<file path="src/hdl/hrvm_pkg.sv">
// Shared types and constants for the HRV LED brightness modulator.
// Used by the serial arithmetic units, the top level and the checker.
// No dependencies.
package hrvm_pkg;

  // Field widths
  localparam int TIME_W = 32;
  localparam int HRV_W  = 16;
  localparam int LVL_W  = 8;
  localparam int CFG_W  = 16;
  localparam int CFG_AW = 3;

  // Stream data widths, padded to whole bytes
  localparam int IN_TDATA_W  = ((TIME_W + HRV_W + 7) / 8) * 8;
  localparam int OUT_TDATA_W = ((2 * LVL_W + 7) / 8) * 8;

  // Configuration register indexes
  localparam logic [CFG_AW-1:0] REG_UPDATE_INTERVAL = 3'd0;
  localparam logic [CFG_AW-1:0] REG_CHANGE_THRESH   = 3'd1;
  localparam logic [CFG_AW-1:0] REG_MAX_LEVEL       = 3'd2;
  localparam logic [CFG_AW-1:0] REG_BASE_LEVEL      = 3'd3;
  localparam logic [CFG_AW-1:0] REG_CENTER_GAIN     = 3'd4;

  // Averaging window
  localparam int WIN_DEPTH = 8;
  localparam int WIN_AW    = $clog2(WIN_DEPTH);
  localparam int SUM_W     = HRV_W + WIN_AW;

  // Serial multiplier: multiplicand up to the window sum, multiplier 16 bits
  localparam int MUL_A_W = SUM_W;
  localparam int MUL_B_W = 16;
  localparam int MUL_P_W = MUL_A_W + MUL_B_W;
  localparam int MUL_CW  = $clog2(MUL_B_W + 1);

  // Serial divider: 16-bit quotient, 16-bit divisor
  localparam int DIV_W  = 16;
  localparam int DIV_CW = $clog2(DIV_W + 1);

  // Fixed-point constants
  localparam int GAIN_W    = 16;
  localparam int GAIN_FRAC = 12;
  localparam int CG_FRAC   = 6;
  localparam int HRV_FRAC  = 4;
  localparam int THR_FRAC  = 16;

  localparam logic [GAIN_W-1:0] GAIN_ONE = 16'd4096;
  localparam logic [GAIN_W-1:0] GAIN_MAX = 16'hFFFF;
  localparam logic [TIME_W-1:0] REFRESH_MS = 32'd20;
  localparam logic [HRV_W-HRV_FRAC-1:0] HRV_LOW_MS  = 12'd20;
  localparam logic [HRV_W-HRV_FRAC-1:0] HRV_HIGH_MS = 12'd200;
  localparam logic [DIV_W-1:0] LEVEL_SPAN = 16'd180;
  localparam logic [LVL_W-1:0] LVL_FULL   = 8'd255;

  // Start request for the serial multiplier
  typedef struct packed {
    logic               start;
    logic [MUL_A_W-1:0] a;
    logic [MUL_B_W-1:0] b;
  } mul_req_t;

  // Start request for the serial divider
  typedef struct packed {
    logic             start;
    logic [DIV_W-1:0] rem_init;
    logic [DIV_W-1:0] dividend_lo;
    logic [DIV_W-1:0] divisor;
  } div_req_t;

endpackage

</file>
<file path="src/hdl/hrv_led_brightness_modulator.sv">
// Top level of the HRV LED brightness modulator: sequencer, window store and output register.
// Depends on hrvm_pkg, hrvm_mul_serial and hrvm_div_serial.
//
// Each input transaction carries a millisecond timestamp and an HRV sample (Q12.4 ms).
// A sample is taken into an eight-entry averaging window when more than update_interval_ms
// has passed since the last one taken; if it strays from the window average by more than
// change_threshold, the gain becomes the ratio of this sample to the previous one. At most
// one output transaction follows per input, and only once 20 ms have passed since the last
// refresh; it carries the ring and centre LED levels. All products go through one
// bit-serial multiplier and all quotients through one bit-serial divider. An input holds
// in_tready low while it is worked: through the deviation test when the sample is taken,
// the gain division when the gain is recomputed, and the level multiply, level divide,
// gain multiply, centre multiply and output handoff when a refresh is due.
// A finished result waits in the output register while the next transaction is taken.
module hrv_led_brightness_modulator (
  input  logic                              clk,
  input  logic                              rst_n,
  // Configuration write port
  input  logic                              cfg_wr_en,
  input  logic [hrvm_pkg::CFG_AW-1:0]       cfg_addr,
  input  logic [hrvm_pkg::CFG_W-1:0]        cfg_wdata,
  // Input stream
  input  logic                              in_tvalid,
  output logic                              in_tready,
  // in_tdata: [31:0] time_ms, [47:32] hrv
  input  logic [hrvm_pkg::IN_TDATA_W-1:0]   in_tdata,
  // Output stream
  output logic                              out_tvalid,
  input  logic                              out_tready,
  // out_tdata: [7:0] ring_level, [15:8] center_level
  output logic [hrvm_pkg::OUT_TDATA_W-1:0]  out_tdata
);

  localparam int ST_W = 4;
  localparam logic [ST_W-1:0] S_IDLE = 4'd0;
  localparam logic [ST_W-1:0] S_EVAL = 4'd1;
  localparam logic [ST_W-1:0] S_THR  = 4'd2;
  localparam logic [ST_W-1:0] S_GDIV = 4'd3;
  localparam logic [ST_W-1:0] S_GEND = 4'd4;
  localparam logic [ST_W-1:0] S_LMUL = 4'd5;
  localparam logic [ST_W-1:0] S_LDIV = 4'd6;
  localparam logic [ST_W-1:0] S_GMUL = 4'd7;
  localparam logic [ST_W-1:0] S_CMUL = 4'd8;
  localparam logic [ST_W-1:0] S_OUT  = 4'd9;

  localparam int MS_W = hrvm_pkg::HRV_W - hrvm_pkg::HRV_FRAC;
  localparam int G_W  = hrvm_pkg::LVL_W + hrvm_pkg::GAIN_W - hrvm_pkg::GAIN_FRAC;
  localparam int C_W  = 2 * hrvm_pkg::LVL_W - hrvm_pkg::CG_FRAC;

  // Configuration registers
  logic [15:0] interval_r;
  logic [15:0] thr_r;
  logic [hrvm_pkg::LVL_W-1:0] max_r;
  logic [hrvm_pkg::LVL_W-1:0] base_r;
  logic [hrvm_pkg::LVL_W-1:0] cg_r;

  // Sequencer and block state
  logic [ST_W-1:0] state_r;
  logic [ST_W-1:0] state_nxt;
  logic [hrvm_pkg::TIME_W-1:0] t_r;
  logic [hrvm_pkg::HRV_W-1:0]  h_r;
  logic [hrvm_pkg::HRV_W-1:0]  win_r [hrvm_pkg::WIN_DEPTH];
  logic [hrvm_pkg::WIN_AW-1:0] slot_r;
  logic [hrvm_pkg::SUM_W-1:0]  sum_r;
  logic [hrvm_pkg::HRV_W-1:0]  prev_r;
  logic [hrvm_pkg::GAIN_W-1:0] gain_r;
  logic [hrvm_pkg::TIME_W-1:0] last_smp_r;
  logic [hrvm_pkg::TIME_W-1:0] last_rfsh_r;
  logic                        take_r;
  logic                        rfsh_r;
  logic [hrvm_pkg::LVL_W-1:0]  g_r;
  logic                        out_valid_r;
  logic [hrvm_pkg::LVL_W-1:0]  ring_r;
  logic [hrvm_pkg::LVL_W-1:0]  center_r;

  // Arithmetic unit handshakes
  hrvm_pkg::mul_req_t          mreq;
  hrvm_pkg::div_req_t          dreq;
  logic                        mul_done;
  logic [hrvm_pkg::MUL_P_W-1:0] mul_prod;
  logic                        div_done;
  logic [hrvm_pkg::DIV_W-1:0]  div_q;

  // Datapath helpers
  logic [hrvm_pkg::TIME_W-1:0] smp_elapsed;
  logic [hrvm_pkg::TIME_W-1:0] rfsh_elapsed;
  logic                        take_w;
  logic                        rfsh_w;
  logic [hrvm_pkg::SUM_W-1:0]  sum_upd;
  logic [hrvm_pkg::SUM_W-1:0]  scaled;
  logic [hrvm_pkg::SUM_W-1:0]  dev;
  logic                        signif;
  logic                        gain_sat;
  logic [MS_W-1:0]             ms;
  logic [MS_W-1:0]             ms_cl;
  logic [hrvm_pkg::LVL_W-1:0]  ms_off;
  logic                        lvl_neg;
  logic [hrvm_pkg::LVL_W-1:0]  lvl_mag;
  logic [hrvm_pkg::LVL_W-1:0]  b_w;
  logic [G_W-1:0]              g_full;
  logic [hrvm_pkg::LVL_W-1:0]  g_w;
  logic [C_W-1:0]              c_full;
  logic [hrvm_pkg::LVL_W-1:0]  c_w;
  logic                        out_free;

  hrvm_mul_serial u_mul (
    .clk  (clk),
    .rst_n(rst_n),
    .req  (mreq),
    .done (mul_done),
    .prod (mul_prod)
  );

  hrvm_div_serial u_div (
    .clk  (clk),
    .rst_n(rst_n),
    .req  (dreq),
    .done (div_done),
    .quot (div_q)
  );

  // Timing tests, window update and deviation test.
  always_comb begin
    smp_elapsed  = t_r - last_smp_r;
    rfsh_elapsed = t_r - last_rfsh_r;
    take_w       = smp_elapsed > {16'd0, interval_r};
    rfsh_w       = rfsh_elapsed >= hrvm_pkg::REFRESH_MS;
    sum_upd      = sum_r - hrvm_pkg::SUM_W'(win_r[slot_r]) + hrvm_pkg::SUM_W'(h_r);
    scaled       = hrvm_pkg::SUM_W'(hrvm_pkg::SUM_W'(h_r) *
                                    hrvm_pkg::SUM_W'(hrvm_pkg::WIN_DEPTH));
    dev          = (scaled > sum_r) ? (scaled - sum_r) : (sum_r - scaled);
    signif       = ({dev, {hrvm_pkg::THR_FRAC{1'b0}}} > mul_prod) && (prev_r != '0);
    gain_sat     = {{hrvm_pkg::HRV_FRAC{1'b0}}, h_r} >= {prev_r, {hrvm_pkg::HRV_FRAC{1'b0}}};
  end

  // Level map, gain clamp and centre scaling.
  always_comb begin
    ms = h_r[hrvm_pkg::HRV_W-1:hrvm_pkg::HRV_FRAC];
    if (ms < hrvm_pkg::HRV_LOW_MS) begin
      ms_cl = hrvm_pkg::HRV_LOW_MS;
    end else if (ms > hrvm_pkg::HRV_HIGH_MS) begin
      ms_cl = hrvm_pkg::HRV_HIGH_MS;
    end else begin
      ms_cl = ms;
    end
    ms_off  = hrvm_pkg::LVL_W'(ms_cl - hrvm_pkg::HRV_LOW_MS);
    lvl_neg = base_r < max_r;
    lvl_mag = lvl_neg ? (max_r - base_r) : (base_r - max_r);
    b_w     = lvl_neg ? (max_r - div_q[hrvm_pkg::LVL_W-1:0])
                      : (max_r + div_q[hrvm_pkg::LVL_W-1:0]);
    g_full  = mul_prod[hrvm_pkg::GAIN_FRAC+G_W-1:hrvm_pkg::GAIN_FRAC];
    if (g_full < G_W'(base_r)) begin
      g_w = base_r;
    end else if (g_full > G_W'(max_r)) begin
      g_w = max_r;
    end else begin
      g_w = g_full[hrvm_pkg::LVL_W-1:0];
    end
    c_full  = mul_prod[hrvm_pkg::CG_FRAC+C_W-1:hrvm_pkg::CG_FRAC];
    c_w     = (c_full > C_W'(hrvm_pkg::LVL_FULL)) ? hrvm_pkg::LVL_FULL
                                                  : c_full[hrvm_pkg::LVL_W-1:0];
    out_free = !out_valid_r || out_tready;
  end

  // Sequencer: next state and start requests to the shared units.
  always_comb begin
    state_nxt = state_r;
    mreq      = '0;
    dreq      = '0;
    case (state_r)
      S_IDLE: begin
        if (in_tvalid) begin
          state_nxt = S_EVAL;
        end
      end
      S_EVAL: begin
        if (take_w && (sum_upd != '0)) begin
          mreq.start = 1'b1;
          mreq.a     = sum_upd;
          mreq.b     = thr_r;
          state_nxt  = S_THR;
        end else begin
          state_nxt = S_GEND;
        end
      end
      S_THR: begin
        if (mul_done) begin
          if (signif && !gain_sat) begin
            dreq.start       = 1'b1;
            dreq.rem_init    = hrvm_pkg::DIV_W'(h_r >> (hrvm_pkg::DIV_W - hrvm_pkg::GAIN_FRAC));
            dreq.dividend_lo = hrvm_pkg::DIV_W'(h_r << hrvm_pkg::GAIN_FRAC);
            dreq.divisor     = prev_r;
            state_nxt        = S_GDIV;
          end else begin
            state_nxt = S_GEND;
          end
        end
      end
      S_GDIV: begin
        if (div_done) begin
          state_nxt = S_GEND;
        end
      end
      S_GEND: begin
        if (rfsh_r) begin
          mreq.start = 1'b1;
          mreq.a     = hrvm_pkg::MUL_A_W'(ms_off);
          mreq.b     = hrvm_pkg::MUL_B_W'(lvl_mag);
          state_nxt  = S_LMUL;
        end else begin
          state_nxt = S_IDLE;
        end
      end
      S_LMUL: begin
        if (mul_done) begin
          dreq.start       = 1'b1;
          dreq.rem_init    = '0;
          dreq.dividend_lo = hrvm_pkg::DIV_W'(mul_prod);
          dreq.divisor     = hrvm_pkg::LEVEL_SPAN;
          state_nxt        = S_LDIV;
        end
      end
      S_LDIV: begin
        if (div_done) begin
          mreq.start = 1'b1;
          mreq.a     = hrvm_pkg::MUL_A_W'(b_w);
          mreq.b     = gain_r;
          state_nxt  = S_GMUL;
        end
      end
      S_GMUL: begin
        if (mul_done) begin
          mreq.start = 1'b1;
          mreq.a     = hrvm_pkg::MUL_A_W'(g_w);
          mreq.b     = hrvm_pkg::MUL_B_W'(cg_r);
          state_nxt  = S_CMUL;
        end
      end
      S_CMUL: begin
        if (mul_done) begin
          state_nxt = S_OUT;
        end
      end
      S_OUT: begin
        if (out_free) begin
          state_nxt = S_IDLE;
        end
      end
      default: begin
        state_nxt = S_IDLE;
      end
    endcase
  end

  // Control state, configuration, window and output register.
  always_ff @(posedge clk) begin
    if (!rst_n) begin
      state_r     <= S_IDLE;
      interval_r  <= 16'd1000;
      thr_r       <= 16'd6554;
      max_r       <= 8'd255;
      base_r      <= 8'd10;
      cg_r        <= 8'd96;
      for (int i = 0; i < hrvm_pkg::WIN_DEPTH; i++) begin
        win_r[i] <= '0;
      end
      slot_r      <= '0;
      sum_r       <= '0;
      prev_r      <= '0;
      gain_r      <= hrvm_pkg::GAIN_ONE;
      last_smp_r  <= '0;
      last_rfsh_r <= '0;
      take_r      <= 1'b0;
      rfsh_r      <= 1'b0;
      out_valid_r <= 1'b0;
    end else begin
      state_r <= state_nxt;

      // Configuration writes
      if (cfg_wr_en) begin
        case (cfg_addr)
          hrvm_pkg::REG_UPDATE_INTERVAL: interval_r <= cfg_wdata;
          hrvm_pkg::REG_CHANGE_THRESH:   thr_r      <= cfg_wdata;
          hrvm_pkg::REG_MAX_LEVEL:       max_r      <= cfg_wdata[hrvm_pkg::LVL_W-1:0];
          hrvm_pkg::REG_BASE_LEVEL:      base_r     <= cfg_wdata[hrvm_pkg::LVL_W-1:0];
          hrvm_pkg::REG_CENTER_GAIN:     cg_r       <= cfg_wdata[hrvm_pkg::LVL_W-1:0];
          default: ;
        endcase
      end

      // Sample acceptance and refresh decision
      if (state_r == S_EVAL) begin
        take_r <= take_w;
        rfsh_r <= rfsh_w;
        if (take_w) begin
          win_r[slot_r] <= h_r;
          sum_r         <= sum_upd;
          slot_r        <= (slot_r == hrvm_pkg::WIN_AW'(hrvm_pkg::WIN_DEPTH - 1)) ?
                           '0 : slot_r + 1'b1;
          last_smp_r    <= t_r;
        end
        if (rfsh_w) begin
          last_rfsh_r <= t_r;
        end
      end

      // Gain update
      if ((state_r == S_THR) && mul_done && signif && gain_sat) begin
        gain_r <= hrvm_pkg::GAIN_MAX;
      end
      if ((state_r == S_GDIV) && div_done) begin
        gain_r <= div_q;
      end
      if ((state_r == S_GEND) && take_r) begin
        prev_r <= h_r;
      end

      // Output register: a new result takes the slot that a taken one frees.
      if ((state_r == S_OUT) && out_free) begin
        out_valid_r <= 1'b1;
      end else if (out_valid_r && out_tready) begin
        out_valid_r <= 1'b0;
      end
    end
  end

  // Payload registers
  always_ff @(posedge clk) begin
    if ((state_r == S_IDLE) && in_tvalid) begin
      t_r <= in_tdata[hrvm_pkg::TIME_W-1:0];
      h_r <= in_tdata[hrvm_pkg::TIME_W+hrvm_pkg::HRV_W-1:hrvm_pkg::TIME_W];
    end
    if ((state_r == S_GMUL) && mul_done) begin
      g_r <= g_w;
    end
    if ((state_r == S_OUT) && out_free) begin
      ring_r   <= g_r;
      center_r <= c_w;
    end
  end

  assign in_tready  = (state_r == S_IDLE);
  assign out_tvalid = out_valid_r;
  assign out_tdata  = {center_r, ring_r};

endmodule

</file>
<file path="src/hdl/hrvm_mul_serial.sv">
// Bit-serial shift-add multiplier, one multiplier bit per cycle.
// Depends on hrvm_pkg for widths and the request struct.
module hrvm_mul_serial (
  input  logic                       clk,
  input  logic                       rst_n,
  input  hrvm_pkg::mul_req_t         req,
  output logic                       done,
  output logic [hrvm_pkg::MUL_P_W-1:0] prod
);

  logic [hrvm_pkg::MUL_A_W-1:0] a_r;
  logic [hrvm_pkg::MUL_P_W:0]   p_r;
  logic [hrvm_pkg::MUL_P_W:0]   p_nxt;
  logic [hrvm_pkg::MUL_CW-1:0]  cnt_r;
  logic                         done_r;
  logic [hrvm_pkg::MUL_A_W:0]   hi_sum;

  // Add the multiplicand into the upper half when the low bit is set, then shift right.
  always_comb begin
    hi_sum = p_r[hrvm_pkg::MUL_P_W:hrvm_pkg::MUL_B_W] +
             (p_r[0] ? {1'b0, a_r} : '0);
    p_nxt  = {1'b0, hi_sum, p_r[hrvm_pkg::MUL_B_W-1:1]};
  end

  // Iteration count and completion pulse.
  always_ff @(posedge clk) begin
    if (!rst_n) begin
      cnt_r  <= '0;
      done_r <= 1'b0;
    end else begin
      done_r <= 1'b0;
      if (req.start) begin
        cnt_r <= hrvm_pkg::MUL_CW'(hrvm_pkg::MUL_B_W);
      end else if (cnt_r != '0) begin
        cnt_r <= cnt_r - 1'b1;
        if (cnt_r == hrvm_pkg::MUL_CW'(1)) begin
          done_r <= 1'b1;
        end
      end
    end
  end

  // Operand and partial product shift register.
  always_ff @(posedge clk) begin
    if (req.start) begin
      a_r <= req.a;
      p_r <= {{(hrvm_pkg::MUL_A_W + 1){1'b0}}, req.b};
    end else if (cnt_r != '0) begin
      p_r <= p_nxt;
    end
  end

  assign done = done_r;
  assign prod = p_r[hrvm_pkg::MUL_P_W-1:0];

endmodule

</file>
<file path="src/hdl/hrvm_div_serial.sv">
// Restoring divider, one quotient bit per cycle.
// Depends on hrvm_pkg for widths and the request struct.
module hrvm_div_serial (
  input  logic                     clk,
  input  logic                     rst_n,
  input  hrvm_pkg::div_req_t       req,
  output logic                     done,
  output logic [hrvm_pkg::DIV_W-1:0] quot
);

  logic [hrvm_pkg::DIV_W-1:0]  rem_r;
  logic [hrvm_pkg::DIV_W-1:0]  quo_r;
  logic [hrvm_pkg::DIV_W-1:0]  dvs_r;
  logic [hrvm_pkg::DIV_CW-1:0] cnt_r;
  logic                        done_r;
  logic [hrvm_pkg::DIV_W:0]    trial;
  logic [hrvm_pkg::DIV_W+1:0]  diff;
  logic                        fits;
  logic [hrvm_pkg::DIV_W-1:0]  rem_nxt;
  logic [hrvm_pkg::DIV_W-1:0]  quo_nxt;

  // Bring down the next dividend bit and try to subtract the divisor.
  // The dividend bits leave the top of quo_r while quotient bits enter at the bottom.
  always_comb begin
    trial   = {rem_r, quo_r[hrvm_pkg::DIV_W-1]};
    diff    = {1'b0, trial} - {2'b00, dvs_r};
    fits    = !diff[hrvm_pkg::DIV_W+1];
    rem_nxt = fits ? diff[hrvm_pkg::DIV_W-1:0] : trial[hrvm_pkg::DIV_W-1:0];
    quo_nxt = {quo_r[hrvm_pkg::DIV_W-2:0], fits};
  end

  // Iteration count and completion pulse.
  always_ff @(posedge clk) begin
    if (!rst_n) begin
      cnt_r  <= '0;
      done_r <= 1'b0;
    end else begin
      done_r <= 1'b0;
      if (req.start) begin
        cnt_r <= hrvm_pkg::DIV_CW'(hrvm_pkg::DIV_W);
      end else if (cnt_r != '0) begin
        cnt_r <= cnt_r - 1'b1;
        if (cnt_r == hrvm_pkg::DIV_CW'(1)) begin
          done_r <= 1'b1;
        end
      end
    end
  end

  // Remainder and dividend/quotient shift registers.
  always_ff @(posedge clk) begin
    if (req.start) begin
      rem_r <= req.rem_init;
      quo_r <= req.dividend_lo;
      dvs_r <= req.divisor;
    end else if (cnt_r != '0) begin
      rem_r <= rem_nxt;
      quo_r <= quo_nxt;
    end
  end

  assign done = done_r;
  assign quot = quo_r;

endmodule

</file>
<file path="config.mk">
export PLATFORM = sky130hd
export DESIGN_NAME = hrv_led_brightness_modulator
export DESIGN_NICKNAME = d
export VERILOG_FILES = /design/src/hdl/hrvm_pkg.sv /design/src/hdl/hrv_led_brightness_modulator.sv /design/src/hdl/hrvm_mul_serial.sv /design/src/hdl/hrvm_div_serial.sv
export SDC_FILE = /design/constraint.sdc
export NUM_CORES = 1
export LEC_CHECK = 0
export ABC_CLOCK_PERIOD_IN_PS = 8300
export BUFFER_PORTS_ARGS = -buffer_cell sky130_fd_sc_hd__buf_2
export CORE_MARGIN = 3
export CORE_UTILIZATION = 40
export CTS_CLUSTER_DIAMETER = 200
export DETAILED_ROUTE_END_ITERATION = 16
export SYNTH_ARGS = -nofsm -noshare
export SYNTH_HDL_FRONTEND = slang
export SYNTH_HIERARCHICAL = 1
export SYNTH_SLANG_ARGS = --single-unit
</file>
<file path="constraint.sdc">
create_clock -name clk -period 8.3 [get_ports clk]
set_clock_uncertainty 0.2 [all_clocks]
set_input_delay 0.415 -clock clk [delete_from_list [all_inputs] [get_ports clk]]
set_output_delay 0.415 -clock clk [all_outputs]
set_load 0.02 [all_outputs]
</file>
# Word-level counts from Yosys, hierarchy flattened

Memories as Yosys holds them, arrays and structs flattened. A register that Yosys moved wholly into a read port is not among the register bits.
Cells that the tools add are included.

Output and inout port bits: 18
Bits in registers: 367
Bits in writable memories: 128
Memories kept: 1

Memories:

| name  | depth | width | read ports | clocked after Yosys merged registers in | wr ports | line                               | RTL |
|---|---|---|---|---|---|---|---|
| win_r | 8     | 16    | 1          | 1                                       | 8        | hrv_led_brightness_modulator.sv:62 | `logic [hrvm_pkg::HRV_W-1:0] win_r [hrvm_pkg::WIN_DEPTH];` |

Magnitude comparators: 11
Add/sub/neg operators: 16
Equal/unequal tests: 24
Reductions and logical operators: 39
Mux-type cells: 57
Bitwise logic cells: 3

Operators with widths:

| cell                                                               | count |
|---|---|
| two-way mux 16 bit                                                 | 10 |
| two-way mux 49 bit                                                 | 3 |
| two-way mux 36 bit                                                 | 4 |
| one-hot mux 36 bit (4 select lines)                                | 1 |
| one-hot mux 49 bit (2 select lines)                                | 1 |
| subtractor 32 bit                                                  | 2 |
| two-way mux 8 bit                                                  | 6 |
| one-hot mux 4 bit (10 select lines)                                | 1 |
| two-way mux 19 bit                                                 | 2 |
| subtractor 19 bit                                                  | 2 |
| > comparator 35 bit                                                | 1 |
| greater-or-equal comparator 32 x 5 -> 1 bit, second input constant | 1 |
| > comparator 32 x 16 -> 1 bit                                      | 1 |
| two-way mux 4 bit                                                  | 8 |
| subtractor 8 bit                                                   | 3 |
| two-way mux 3 bit                                                  | 7 |
| adder 19 x 19 -> 20 bit                                            | 1 |
| greater-or-equal comparator 16 x 20 -> 1 bit                       | 1 |
| two-way mux 5 bit                                                  | 4 |
| adder 19 x 16 -> 19 bit                                            | 1 |
| > comparator 19 bit                                                | 1 |
| nonzero test 19 bit                                                | 1 |
| subtractor 19 x 16 -> 19 bit                                       | 1 |
| subtractor 17 x 16 -> 18 bit                                       | 1 |
| 35 further kinds                                                   | 86 |

# Depth between registers and ports, before layout

Gate-level depths: netlist of run 1.

Depth in word-level cells: 9
Gate-level depth with buffers: 29
Depth with buffers taken out: 26

# By module

Netlist of run 1, hierarchy kept.

Modules (own cells, without submodules):

| module                       | area an instance (um^2) | cells each | times used |
|---|---|---|---|
| hrv_led_brightness_modulator | 25709.7                 | 2876       | 1 |
| hrvm_div_serial              | 3325.7                  | 297        | 1 |
| hrvm_mul_serial              | 3273.1                  | 311        | 1 |

# Worst setup path before layout of run 1

Ideal clock, no wire load.

Path kind: flip-flop to flip-flop
Start point: register (tool-made name)
End point: register u_mul/p_r[0] (netlist name) (enable)
Arrival time: 6590 ps
Library setup time: 315 ps
Path slack: 1195 ps
Cell stages (with the launch flop): 24
Cell sequence: dfxtp_1 -> clkbuf_1 -> buf_1 -> mux4_2 -> mux2_2 -> fa_1 -> inv_1 -> ha_1 -> and3_1 -> a21o_1 -> a211o_1 -> a211o_1 -> mux2_1 -> nor3_2 -> nand4_1 -> or4_1 -> clkbuf_1 -> and3_4 -> buf_6 -> or4_4 -> clkbuf_1 -> clkbuf_1 -> nor2_1 -> inv_1

RTL lines:

| item                 | line                  | RTL |
|---|---|---|
| to (signal assigned) | hrvm_mul_serial.sv:47 | `p_r <= {{(hrvm_pkg::MUL_A_W + 1){1'b0}}, req.b};` |
| to (signal assigned) | hrvm_mul_serial.sv:49 | `p_r <= p_nxt;` |
| to (decl)            | hrvm_mul_serial.sv:12 | `logic [hrvm_pkg::MUL_P_W:0] p_r;` |

==> results_dict.tcl, run 1 <==
set metrics [dict create \
    status "complete, no violations" \
    io_buffers 89 \
    pre_cts_ws_ns 0.907 \
    antenna_cells 0 \
    worstSetupEndpointType "flop" \
    synth.cell_area_mm2 0.0323 \
    slowest_delay_ns 0.81 \
    wl_per_cell_um 20.7 \
    relSlewSlack_pct 26.1 \
    postCtsSetupBuffers 0 \
    ir_drop_uv 194 \
    rsz0062_at_grt "false" \
    stdcell_count 4688 \
    final_cell_area_mm2 0.0365 \
    min-delay-path-class "in -> reg" \
    synth_top_area_share_pct 26.3 \
    synth_edf_count 283 \
    die_y_um 290 \
    place.detailed.hpwl_um 70800 \
    start_util_pct 40.6 \
    first_iter_violations 2246 \
    gr-total-overflow 0 \
    drc_errors 0 \
    finalWirelength_um 97000 \
    place_congestion 0.925 \
    grt_max_degree 89 \
    rrSetupSlack_ns 0.82 \
    placed_cell_area_mm2 0.0339 \
    cts_buffers 59 \
    postLayoutCoreUtil_pct 45.9 \
    finalSetupTns_ns 0 \
    max_freq_ghz 0.134 \
    crit_arrival_ns 7.82 \
    dieArea_mm2 0.0842 \
    layout-drive-gt1-share_pct 10.5 \
    cts_resized 0 \
    first_global_vias 25600 \
    yosysWarnings 6 \
    wl_met1_um 44400 \
    setup_ws_ns 0.817 \
    ios 90 \
    required_ns 8.64 \
    total_power_mw 10.9 \
    ys_ff_latch 498 \
    finalHoldViolCount 0 \
    multi_input_area_mm2 0.0178 \
    rows 103 \
    syn2layout_area_growth_pct 12.9 \
    crit_buf_inv 4 \
    cts.clk_slew.worst_paths_ns 0.06 \
    async_flop_share_pct 0 \
    leakage_nw 14.4 \
    finalCriticalPeriod_ns 7.48 \
    finalSetupViolCount 0 \
    via_per_inst 5.66 \
    ys.flop_type "edfxtp_1" \
    start_kind "flop" \
    max-cap-violations 0 \
    grt_antenna_before_repair 3 \
    hold-worst-slack_ns 0.0205 \
    drt_first_pass_iters 6 \
    cellPowerDensity_mw_per_mm2 299 \
    synthCells 3484 \
    cts_tree "done" \
    cts_num_sinks 498 \
    seq_area_mm2 0.0128 \
    place_inst 4512 \
    dr_wl_met2_um 43000 \
    cts_root_buffer "clkbuf_16" \
    die_w_um 290 \
    wl_met3_um 6190 \
    grt_pass1_wl_um 151000 \
    hold_buffers 65 \
    ant_nets 0 \
    crit_type "reg -> reg" \
    nNetsFinal 3926 \
    yosysTopAreaCell "edfxtp_1" \
    critical_path.top_delay_family "simple AND/OR/NAND/NOR gates" \
    worstPathMaxFanout 41 \
    synth.area.top_cells "edfxtp_1, dfxtp_1, ha_1, nand2_1, a21oi_1" \
    vias 26500 \
    grtUsageTotal_pct 22.4 \
    clockBufferDepth 3 \
    critPathSlowestCell "or4_4" \
    postSynthAreaPerCell_um2 9.27 \
    finalMaxSlewViolations 0 \
    tightestPinTransition_ns 1.11 \
    yosys.cell_types.count 100 \
    cts_max_level 2 \
    clk_latency_ns 0.65 \
    core-area_mm2 0.0795 \
    ys_seq_area_share_pct 39.6 \
    top_layer "met5" \
    finalCritPeriodShare_pct 90.2 \
    n_fill_cell 7582 \
]
## state kept, by name, summed over array words and instances, names as in the netlist, 19 cells and up, named ones only
| name | count |
|---|---|
| t_r | 32 |
| u_mul/p_r | 35 |
| win_r | 128 |
| last_rfsh_r | 32 |
| last_smp_r | 32 |
| sum_r | 19 |
| u_mul/a_r | 19 |
## logic make-up (layout without fill, tap and decap cells)
kind of cell               after synthesis  in the layout  synth area share (%)
DFF                                    498            498                  39.6
and+or+nand+nor                       1178           1178                  17.4
adders and majority gates              266            266                  10.9
xor gates and xnor gates                98             98                  2.66
AOI/OAI and AO/OA                      810            810                  16.9
other                                    1              4                0.0116
muxes                                  184            184                  7.16
buffers and inverters                  449            600                  5.38
## Yosys cell counts, types with 13 or more instances
cell type and n:
nand2_1 420, inv_1 285, edfxtp_1 283, nor2_1 266, a21oi_1 247, ha_1 242, dfxtp_1 215, o21ai_0 140
clkbuf_1 132, mux2i_1 96, nand3_1 77, nor3_1 76, a21o_1 69, xnor2_1 62, and2_1 56, mux2_2 47
nand2b_1 46, nand4_1 40, o211ai_1 39, nor2b_1 38, xor2_1 36, mux4_2 32, a211oi_1 30, o21a_1 28
o31ai_1 27, and3_1 26, a31oi_1 24, fa_1 24, a22o_1 20, or3_1 20, buf_2 18, nand3b_1 18
nor4_1 18, or4_1 17, o221a_2 15, or2_2 15, nor3b_1 13
## power by group
group          leakage (nW)  internal, mW  switching [mW]  total [mW]
registers              4.61          3.10           0.316        3.41
logic                  8.83          1.95            2.92        4.87
clock network         0.965          1.54            1.07        2.62
## worst min-delay path: stages
cell and delay [ns]:
buf_2 0.07, nand2b_1 0.22, a21oi_1 0.09
## per-layer routing
layer	track usage, %	up-vias
li1	-	12800
met1	31.8	12700
met2	35.5	885
met3	3.10	172
met4	7.03	2
met5	0	-
## path summary, 6_finish.rpt
kind | start | to | cells after the start
min | out_tready | out_tvalid$_SDFFE_PN0P_ | 3
max reg2reg | t_r[0]$_DFFE_PP_ | u_mul/p_r[33]$_SDFFE_PP0P_ | 27
max | t_r[0]$_DFFE_PP_ | u_mul/p_r[33]$_SDFFE_PP0P_ | 27
min reg2reg | g_r[3]$_DFFE_PP_ | ring_r[3]$_DFFE_PP_ | 0
## area by class of cell
| cell class | instances | area share [%] |
|---|---|---|
| repair buffers | 204 | 4.08 |
| inverters | 285 | 2.93 |
| clock inverters | 19 | 0.514 |
| multi-input cells | 2540 | 48.9 |
| flip-flops and latches | 498 | 35.1 |
| clock buffers | 92 | 4.90 |
| well taps | 1050 | 3.60 |
## cells in the final DEF (no fill, tap or decap), types with 56 or more instances in the layout
cell / n
nand2_1: 419
inv_1: 284
edfxtp_1: 283
nor2_1: 265
a21oi_1: 247
ha_1: 242
dfxtp_1: 213
o21ai_0: 136
mux2i_1: 96
buf_2: 88
nand3_1: 77
nor3_1: 74
a21o_1: 69
dlygate4sd3_1: 65
clkbuf_16: 63
xnor2_1: 62
and2_1: 56
Power figures use the tool's default switching activity.
==> run 2, diff against run 1 <==
--- a/config.mk
+++ b/config.mk
@@ -11,6 +11,7 @@
 export CORE_UTILIZATION = 40
 export CTS_CLUSTER_DIAMETER = 200
 export DETAILED_ROUTE_END_ITERATION = 16
+export PLACE_DENSITY_LB_ADDON = 0.2
 export SYNTH_ARGS = -nofsm -noshare
 export SYNTH_HDL_FRONTEND = slang
 export SYNTH_HIERARCHICAL = 1
==> results_dict.tcl, run 2 (same netlist as run 1, synthesis figures left out) <==
set metrics [dict create \
    status "complete, no violations" \
    clockBufferDepth 3 \
    place_congestion 0.934 \
    first_iter_violations 2268 \
    core-area_mm2 0.0795 \
    cts_resized 0 \
    die_w_um 290 \
    hold_path_depth 4 \
    cp_cell_sequence "inv_1 -> ha_1 -> inv_1 -> fa_1 -> a211oi_1 -> o21ai_0 -> o211ai_2 -> and2_1 -> o21ai_0 -> xor2_1 -> ha_1 -> nand4_1 -> nor3_1 -> a21boi_0 -> or4b_2 -> a32oi_1 -> o2111a_1 -> nand4_1 -> or4_1 -> buf_4 -> and3_4 -> or4_4 -> nor2_1 -> inv_1" \
    ant_nets 0 \
    cts_tree "done" \
    die_y_um 290 \
    r2r-start "t_r[0]$_DFFE_PP_" \
    hold-worst-slack_ns 0.121 \
    grtUsageTotal_pct 22.8 \
    place.detailed.hpwl_um 71900 \
    finalWirelength_um 98900 \
    globalRouteMet3Util_pct 3.08 \
    met1_usage_pct 32.9 \
    syn2layout_area_growth_pct 12.9 \
    pre_cts_ws_ns 0.952 \
    critical_path.top_delay_family "simple AND/OR/NAND/NOR gates" \
    setup_ws_ns 0.976 \
    worstSetupEndpointType "flop" \
    max-cap-violations 0 \
    first_global_vias 25500 \
    finalSetupTns_ns 0 \
    n_fill_cell 7612 \
    crit_buf_inv 4 \
    hold_end "cg_r[2]$_SDFFE_PN0P_" \
    reg_top3 "win_r: 128 flops, u_mul/p_r: 35 flops" \
    largest-register "win_r" \
    layout_commonest_cell "nand2_1" \
    grt_max_degree 81 \
    ir_drop_uv 173 \
    ios 90 \
    total_power_mw 10.9 \
    nNetsFinal 3930 \
    grt_pass1_wl_um 153000 \
    postLayoutCoreUtil_pct 45.9 \
    finalCriticalPeriod_ns 7.32 \
    crit_arrival_ns 7.42 \
    worstHoldStart "cfg_addr[2]" \
    gr-total-overflow 0 \
    grt_antenna_before_repair 2 \
    finalHoldViolCount 0 \
    rows 103 \
    dieArea_mm2 0.0842 \
    drc_errors 0 \
    drt_first_pass_iters 8 \
    worstPathMaxFanout 42 \
    cts_num_sinks 498 \
    via_per_inst 5.66 \
    r2r_cells 24 \
    wl_per_cell_um 21.1 \
    min-delay-path-class "in -> reg" \
    grt-busiest-layer "met2" \
    clk_latency_ns 0.65 \
    start_util_pct 40.6 \
    rrSetupSlack_ns 0.98 \
    multi_input_area_mm2 0.0178 \
    required_ns 8.40 \
    finalSetupViolCount 0 \
    io_buffers 89 \
    rsz0062_at_grt "false" \
    relSlewSlack_pct 24.9 \
    cts_max_level 2 \
    stdcell_count 4692 \
    grt_use_met2_pct 35.6 \
    final_cell_area_mm2 0.0365 \
    place_inst 4515 \
    seq_area_mm2 0.0128 \
    final_cell_mix "nand2_1, inv_1, edfxtp_1, nor2_1, a21oi_1" \
    cellPowerDensity_mw_per_mm2 299 \
    layout-drive-gt1-share_pct 10.6 \
    tightestPinTransition_ns 1.12 \
    finalMaxSlewViolations 0 \
    slowest_delay_ns 0.79 \
    cts_root_buffer "clkbuf_16" \
    cts_buffers 58 \
    crit_path_frequent_cell "inv_1" \
    critPathSlowestCell "or4_4" \
    r2r_end "u_mul/p_r[0]$_DFFE_PP_" \
    leakage_nw 14.4 \
    cts.clk_slew.worst_paths_ns 0.06 \
    vias 26600 \
    start_kind "flop" \
    largest_register_ffs 128 \
    crit_type "reg -> reg" \
    finalCritPeriodShare_pct 88.2 \
    placed_cell_area_mm2 0.0339 \
    max_freq_ghz 0.137 \
]
-- run 2: cell count changes in the layout (fill, tap and decap cells not counted), sizes merged --
cell,change
inv,+1
diode,+1
clkbuf,-20
bufinv,+3
dlygate4sd3,+2
clkinvlp,+6
clkinv,+8
buf,+3
-- run 2: area by class of cell --
class	instances	area share (%)
multi-input cells	2540	48.9
flip-flops and latches	498	35.1
clock buffers	72	4.24
repair buffers	209	4.20
well taps	1050	3.60
inverters	285	2.93
clock inverters	37	1.03
diodes	1	0.00686
-- run 2: routing by layer --
metal	wire, µm	up-vias	share of wire (%)
met1	46000	12700	47
met2	43700	873	44
met4	2870	2	2.9
met5	7	-	0.0071
met3	6270	145	6.3
li1	-	12800	-
-- run 2: report_power, final --
part	internal [mW]	leakage, nW	total [mW]	switching (mW)
clock network	1.49	0.918	2.60	1.11
logic	1.96	8.85	4.87	2.92
registers	3.10	4.61	3.45	0.353
-- run 2: worst register-to-register path, delay by kind of cell, from the launching register on --
kind                       cells  cell delay [ns]
and+or+nand+nor                9             3.28
AOI/OAI and AO/OA              7             1.28
buffers and inverters          4             0.72
adders and majority gates      3             0.90
xor gates and xnor gates       1             0.19
DFF                            1             0.38
-- run 2: what timing repair did --
action | CTS | global route
hold buffers | 67 | 0
hold endpoints to repair | 125 | 0
setup buffers | 0 | 0
-- run 2: worst max-delay path by stage --
| stage | from | endpoint | slack, ns | cells after the start |
|---|---|---|---|---|
| floorplan | flop | u_mul/p_r[0]$_DFFE_PP_ | 1.19 | 23 |
| global placement | flop | u_mul/p_r[8]$_DFFE_PP_ | 0.97 | 18 |
| detailed placement | t_r[0]$_DFFE_PP_ | u_mul/p_r[15]$_DFFE_PP_ | 0.95 | 24 |
| CTS | t_r[0]$_DFFE_PP_ | u_mul/p_r[4]$_DFFE_PP_ | 0.95 | 24 |
| global route | t_r[0]$_DFFE_PP_ | u_mul/p_r[0]$_DFFE_PP_ | 0.55 | 24 |
| finish | t_r[0]$_DFFE_PP_ | u_mul/p_r[0]$_DFFE_PP_ | 0.98 | 24 |
